**config.mk**
```make
export PLATFORM = sky130hd
export DESIGN_NAME = lmps_ctrl
export DESIGN_NICKNAME = d
export VERILOG_FILES = /design/src/lmps_pkg.sv /design/src/lmps_ctrl.sv
export SDC_FILE = /design/constraint.sdc
export NUM_CORES = 1
export LEC_CHECK = 0
export ABC_AREA = 1
export BUFFER_PORTS_ARGS = -buffer_cell sky130_fd_sc_hd__buf_2
export CORE_MARGIN = 2
export CORE_UTILIZATION = 50
export CTS_BUF_LIST = sky130_fd_sc_hd__clkbuf_8
export CTS_CLUSTER_DIAMETER = 80
export DETAILED_ROUTE_END_ITERATION = 8
export GPL_TIMING_DRIVEN = 0
export HOLD_SLACK_MARGIN = 0.06
export PLACE_DENSITY = 0.77
export SLEW_MARGIN = 20
export SYNTH_ARGS = -nofsm -noshare
export SYNTH_HDL_FRONTEND = slang
export SYNTH_SLANG_ARGS = --single-unit
export TNS_END_PERCENT = 5
```
**constraint.sdc**
```tcl
create_clock -name clk -period 1.27 [get_ports clk]
set_clock_uncertainty 0.1 [all_clocks]
set_input_delay 0.127 -clock clk [delete_from_list [all_inputs] [get_ports clk]]
set_output_delay 0.127 -clock clk [all_outputs]
set_load 0.005 [all_outputs]
```
**src/lmps_pkg.sv**
```systemverilog
// shared types and constants for the linear model predictor and scorer
package lmps_pkg;

  localparam int NumRegs = 8;
  localparam int RegIdxW = 3;
  localparam int CfgIdxW = 4;

  localparam logic [RegIdxW-1:0] RegIntercept = 3'd0;
  localparam logic [RegIdxW-1:0] RegWtSize    = 3'd1;
  localparam logic [RegIdxW-1:0] RegWtLoc     = 3'd2;
  localparam logic [RegIdxW-1:0] RegWtSec     = 3'd3;
  localparam logic [RegIdxW-1:0] RegWtGar     = 3'd4;
  localparam logic [RegIdxW-1:0] RegWtStorey  = 3'd5;
  localparam logic [RegIdxW-1:0] RegWtRooms   = 3'd6;
  localparam logic [RegIdxW-1:0] RegWtYear    = 3'd7;

  localparam logic signed [39:0] Pos40 = 40'sh7F_FFFF_FFFF;
  localparam logic signed [39:0] Neg40 = 40'sh80_0000_0000;
  localparam logic [38:0] Max39 = 39'h7F_FFFF_FFFF;
  localparam logic [55:0] Max56 = 56'hFF_FFFF_FFFF_FFFF;

  // controller to datapath commands
  typedef struct packed {
    logic       clr_acc;    // start a new prediction sum
    logic       mac;        // add one weighted term
    logic [2:0] term;       // which term to add
    logic       finish;     // saturate, score and accumulate
    logic       div_start;  // load the dividers
    logic       div_step;   // one quotient bit each
    logic       capture;    // load the output register
  } lmps_cmd_t;

  typedef struct packed {
    logic last;
  } lmps_sts_t;

endpackage

```
**src/lmps_ctrl.sv**
```systemverilog
// controller state machine sequencing terms, scoring and division
module lmps_ctrl import lmps_pkg::*; (
  input  logic      clk,
  input  logic      rst_n,
  input  logic      in_valid,
  output logic      in_stall,
  output logic      out_valid,
  input  logic      out_stall,
  input  lmps_sts_t sts,
  output lmps_cmd_t cmd
);

  typedef enum logic [2:0] {S_IDLE, S_MAC, S_FIN, S_DIV, S_CAP} state_t;

  state_t     state_r, state_nxt;
  logic [2:0] term_r, term_nxt;
  logic [5:0] cnt_r, cnt_nxt;
  logic       ov_r, ov_nxt;

  assign in_stall  = (state_r != S_IDLE);
  assign out_valid = ov_r;

  always_comb begin
    state_nxt = state_r;
    term_nxt  = term_r;
    cnt_nxt   = cnt_r;
    ov_nxt    = ov_r;
    cmd       = '0;
    cmd.term  = term_r;
    unique case (state_r)
      S_IDLE: begin
        if (in_valid) begin
          cmd.clr_acc = 1'b1;
          term_nxt    = RegIntercept;
          state_nxt   = S_MAC;
        end
      end
      S_MAC: begin
        cmd.mac = 1'b1;
        term_nxt = term_r + 3'd1;
        if (term_r == RegWtYear) state_nxt = S_FIN;
      end
      S_FIN: begin
        cmd.finish = 1'b1;
        if (sts.last) begin
          state_nxt = S_DIV;
          cnt_nxt   = 6'd0;
        end else begin
          state_nxt = S_CAP;
        end
      end
      S_DIV: begin
        if (cnt_r == 6'd0) cmd.div_start = 1'b1;
        else cmd.div_step = 1'b1;
        cnt_nxt = cnt_r + 6'd1;
        if (cnt_r == 6'd56) state_nxt = S_CAP;
      end
      S_CAP: begin
        if (!ov_r || !out_stall) begin
          cmd.capture = 1'b1;
          ov_nxt      = 1'b1;
          state_nxt   = S_IDLE;
        end
      end
      default: state_nxt = S_IDLE;
    endcase
    if (ov_r && !out_stall && !cmd.capture) ov_nxt = 1'b0;
  end

  always_ff @(posedge clk) begin
    if (!rst_n) begin
      state_r <= S_IDLE;
      term_r  <= 3'd0;
      cnt_r   <= 6'd0;
      ov_r    <= 1'b0;
    end else begin
      state_r <= state_nxt;
      term_r  <= term_nxt;
      cnt_r   <= cnt_nxt;
      ov_r    <= ov_nxt;
    end
  end

endmodule

```
* Yosys cells after proc, flatten, opt, wreduce, memory -nomap -nowiden *
Index checks and enable logic that the tools add are counted.

operators by class
  mux-type cells = 19
  add/sub/neg operators = 2
  equality and inequality tests = 11
  bitwise operators = 1
  reductions and logical operators = 16

operator list
  operator                                                                count
  3-bit two-way mux                                                       6
  3-bit case mux with 5 select lines                                      1
  6-bit case mux with 2 select lines                                      1
  2-bit inequality test (second input constant)                           5
  1-bit two-way mux                                                       8
  6-bit by 1-bit adder with 6-bit output (second input constant)          1
  3-bit by 2-bit equality test with 1-bit output (second input constant)  2
  3-bit equality test (second input constant)                             2
  6-bit equality test (second input constant)                             1
  6-bit zero test                                                         1
  6-bit two-way mux                                                       1
  3-bit case mux with 2 select lines                                      1
  2-bit AND reduction                                                     3
  4-bit AND reduction                                                     1
  2-bit nonzero test                                                      2
  3-bit by 1-bit adder with 3-bit output (second input constant)          1
  3-bit by 1-bit equality test with 1-bit output (second input constant)  1
  1-bit zero test                                                         3
  3-bit zero test                                                         1
  3-bit nonzero test                                                      1
  1-bit logical AND                                                       2
  2-bit two-way mux                                                       1
  2-bit OR reduction                                                      1
  1-bit logical OR                                                        1
  1-bit NOT                                                               1

word-level totals
  output and inout bits = 11
  register bits after elaboration = 13

* Logic depth before layout (Yosys ltp) *
  word-level depth = 7
  mapped depth = 9
  depth with buffers taken out = 9

* Worst setup path after synthesis *
No wires, ideal clock.

  kind = flip-flop to flip-flop
  from = reg term_r[0]
  to = reg state_r[1]
  stages on the path, launching flop included = 10
  path buffers = 0
  data arrival time = 1141 ps
  clock period less this slack = 1305 ps
  path slack = -35 ps
  path through = dfxtp_1 -> ha_1 -> ha_1 -> inv_1 -> nand4_1 -> nand2_1 -> inv_1 -> nand3_1 -> nand2_1 -> nor2_1

between the ends
  word-level cells in the longest chain between the ends = 3

RTL lines
  what                                    RTL line         text
  start: declaration                      lmps_ctrl.sv:16  logic [2:0] term_r, term_nxt;
  start signal: assignment                lmps_ctrl.sv:78  term_r <= term_nxt;
  3-bit equality test                     lmps_ctrl.sv:41  if (term_r == RegWtYear) state_nxt = S_FIN;
  2-bit inequality test (no source line)  -
  4-bit AND reduction (no source line)    -
  end signal: assignment                  lmps_ctrl.sv:77  state_r <= state_nxt;
  end: declaration                        lmps_ctrl.sv:15  state_t state_r, state_nxt;

Every way passes these cells.
A chain may end at the register's enable or synchronous reset.

==> results.json <==
{
  "reg2reg_depth": 9,
  "postLayoutSetupSlackWorst_ps": -84.14,
  "reg2reg_slack_ps": -80,
  "p_leak_nw": 0.5388,
  "synth.distinct_cells": 19,
  "port_buffers": 14,
  "slew_viol_final": 0,
  "num_vias": 870,
  "grt_first_pass_wirelength_mm": 3.015,
  "yosys_register_bits": 13,
  "post_synth.cell_area_avg_um2": 6.617,
  "reg_clk_slew_reported_paths_ps": 60,
  "critPathRequiredTime_ps": 1040,
  "cts_sinks": 13,
  "unrepaired_setup_endpoints_after_global_routing": "yes",
  "seq_area_frac_synth": 0.3333,
  "grt_max_degree": 10,
  "hold_class": "input pin to flop",
  "routed_wire_length_per_instance_um": 12.49,
  "clkLatencyLatePin_ps": 250,
  "crit_path_max_fanout": 5,
  "finalSetupViolations": 10,
  "cts_htree_levels": 1,
  "insertedDiodeCount": 0,
  "max_clock_freq_mhz": 738.5,
  "finalHoldViolCount": 0,
  "final.period_utilization": 1.066,
  "reg2reg_from": "term_r[0]$_SDFFE_PN0P_",
  "layout.nets": 157,
  "globalRouteOverflowTotal": 0,
  "synthesis.area_um2": 780.7,
  "first_iter_violations": 26,
  "initial_utilization": 0.5244,
  "status": "finished with violations",
  "first_global_vias": 738,
  "finalCriticalPeriod_ps": 1354,
  "floorplan.rows": 14,
  "clockRootBuffer": "clkbuf_8",
  "ir_drop_mv": 1.277,
  "routed_via_density": 5.337,
  "worstSetupPathType": "flop to output pin",
  "drtPass1Iterations": 4,
  "yosys_warnings": 0,
  "slew-limit-headroom": 0.8162,
  "syn_to_final_growth_pct": 42.47,
  "setup.worst_path.start_class": "flop",
  "io-pin-count": 16,
  "worst_r2r_endpoint": "state_r[2]$_SDFFE_PN0P_",
  "drc": 0,
  "cts_made_buffers": 3,
  "dp_hpwl_mm": 1.278,
  "worstSetupEndpoint": "cmd[1]",
  "drive_gt1_frac": 0.4354,
  "grt.total_usage": 0.2190,
  "violations_in_the_final_reports": "negative setup slack",
  "synth_nets": 127,
  "die_x_um": 43.52,
  "postRouteAntennaNets": 0,
  "worstSetupEndpointType": "output pin",
  "power.density_cell_area_nw_per_um2": 1550,
  "fp.dieArea_um2": 1894,
  "die_height_um": 43.52,
  "cp.arrival_ps": 1130,
  "number_of_max_cap_violations": 0,
  "finalWirelength_mm": 2.036,
  "clockBufferDepth": 2,
  "cts_tree": "yes",
  "tightestPinTransition_ps": 272.8,
  "report.power.total_w": 0.001724,
  "fp.coreArea_um2": 1489,
  "place_congestion": 0.8218,
  "grt_antenna_before_repair": 0,
  "num-fill-cells": 112,
  "fin_setup_tns_ps": -503.3,
  "crit_path_start": "cnt_r[3]$_SDFFE_PN0P_",
  "synthCells": 118
}
-- cell usage after synthesis, drive strengths merged --
master	n	area share
o21bai	1	0.0096
dfxtp	13	0.33
nor3	2	0.019
inv	18	0.090
nand4	2	0.016
nor2	24	0.15
a21oi	9	0.058
ha	4	0.064
nand3	9	0.058
buf	1	0.0096
o31ai	1	0.0096
nand2	26	0.13
o21ai	7	0.045
o211a	1	0.013
-- cell usage in the layout (no fill, tap or decap), types with 4 or more instances in the layout --
master	synthesis	final
nand2_1	25	23
nor2_1	18	15
buf_2	0	14
inv_1	17	13
buf_4	1	10
a21oi_1	9	9
dfxtp_2	0	8
nand3_1	9	7
nor2_2	4	5
inv_2	0	5
nor2_4	2	4
o21ai_0	7	4
-- worst min path at each step --
stage               startpoint                 endpoint  slack (ps)  depth (start not counted)
floorplan            out_stall   out_valid$_SDFFE_PP0P_         200                          2
global placement     out_stall   out_valid$_SDFFE_PP0P_         310                          3
detailed placement   out_stall   out_valid$_SDFFE_PP0P_         310                          3
CTS                      rst_n    cnt_r[3]$_SDFFE_PN0P_          60                          3
global route             rst_n  state_r[0]$_SDFFE_PN0P_          70                          3
finish                   rst_n    cnt_r[3]$_SDFFE_PN0P_          70                          3
-- per-layer routing --
layer  vias to the layer above  wire (um)  GRT usage
li1                        439          -          -
met5                         -          0          0
met2                        25       1070     0.3701
met1                       402        829     0.2675
met4                         0         31    0.09091
met3                         4        105    0.05000
-- where the power goes --
part	internal [W]	switching (W)	leakage [nW]
logic	0.000341	0.000416	0.401
registers	0.000490	0.000102	0.111
clock network	0.000214	0.000161	0.0269
total	0.00104	0.000679	0.539
-- critical path: stages, from the launching register on --
cell and delay, ps:
dfxtp_2 340, nor3_1 190, nand3_1 120, nand2_1 80, inv_1 30, buf_2 110
-- flip-flops by register name, indices dropped and copies added (netlist names) --
name and cells:
out_valid 1, state_r 3, cnt_r 6, term_r 3
-- cell type report --
type / instances / area [um2] / share of cell area
plain buffers: 1 / 7.507 / 0.006749
inverters: 18 / 70.07 / 0.06299
well taps: 16 / 20.02 / 0.01800
clock buffers: 3 / 41.29 / 0.03712
flip-flops and latches: 13 / 277.8 / 0.2497
repair buffers: 25 / 157.7 / 0.1417
multi-input cells: 86 / 534.3 / 0.4803
clock inverters: 1 / 3.754 / 0.003375
-- metrics by stage --
stage | cell area (um2) | instances | util | hold slack, ps | worst slack, ps
5_1_grt | 1112 | 163 | 0.7471 | 73.23 | -180.1
3_3_place_gp | 880.8 | 148 | 0.5916 | 306.8 | -88.54
2_1_floorplan | 790.8 | 118 | - | 195.9 | 5.143
6_report | 1112 | 163 | 0.7471 | 69.41 | -84.14
3_5_place_dp | 880.8 | 148 | 0.5916 | 312.8 | -141.5
4_1_cts | 1069 | 163 | 0.7176 | 63.41 | -97.77
-- kinds of logic after synthesis --
logic type      synth area share
buf+inv                  0.09937
compound gates            0.1346
fa+ha+maj                0.06411
simple gates              0.3686
flops                     0.3333
-- what timing repair did --
item,4_1_cts,5_1_grt
pin swaps,10,9
hold endpoints to repair,2,0
gates resized for setup,19,16
endpoints found under the setup margin,19,20
buffers inserted,9,0
hold buffers,2,0
(Power assumes the default switching activity.)
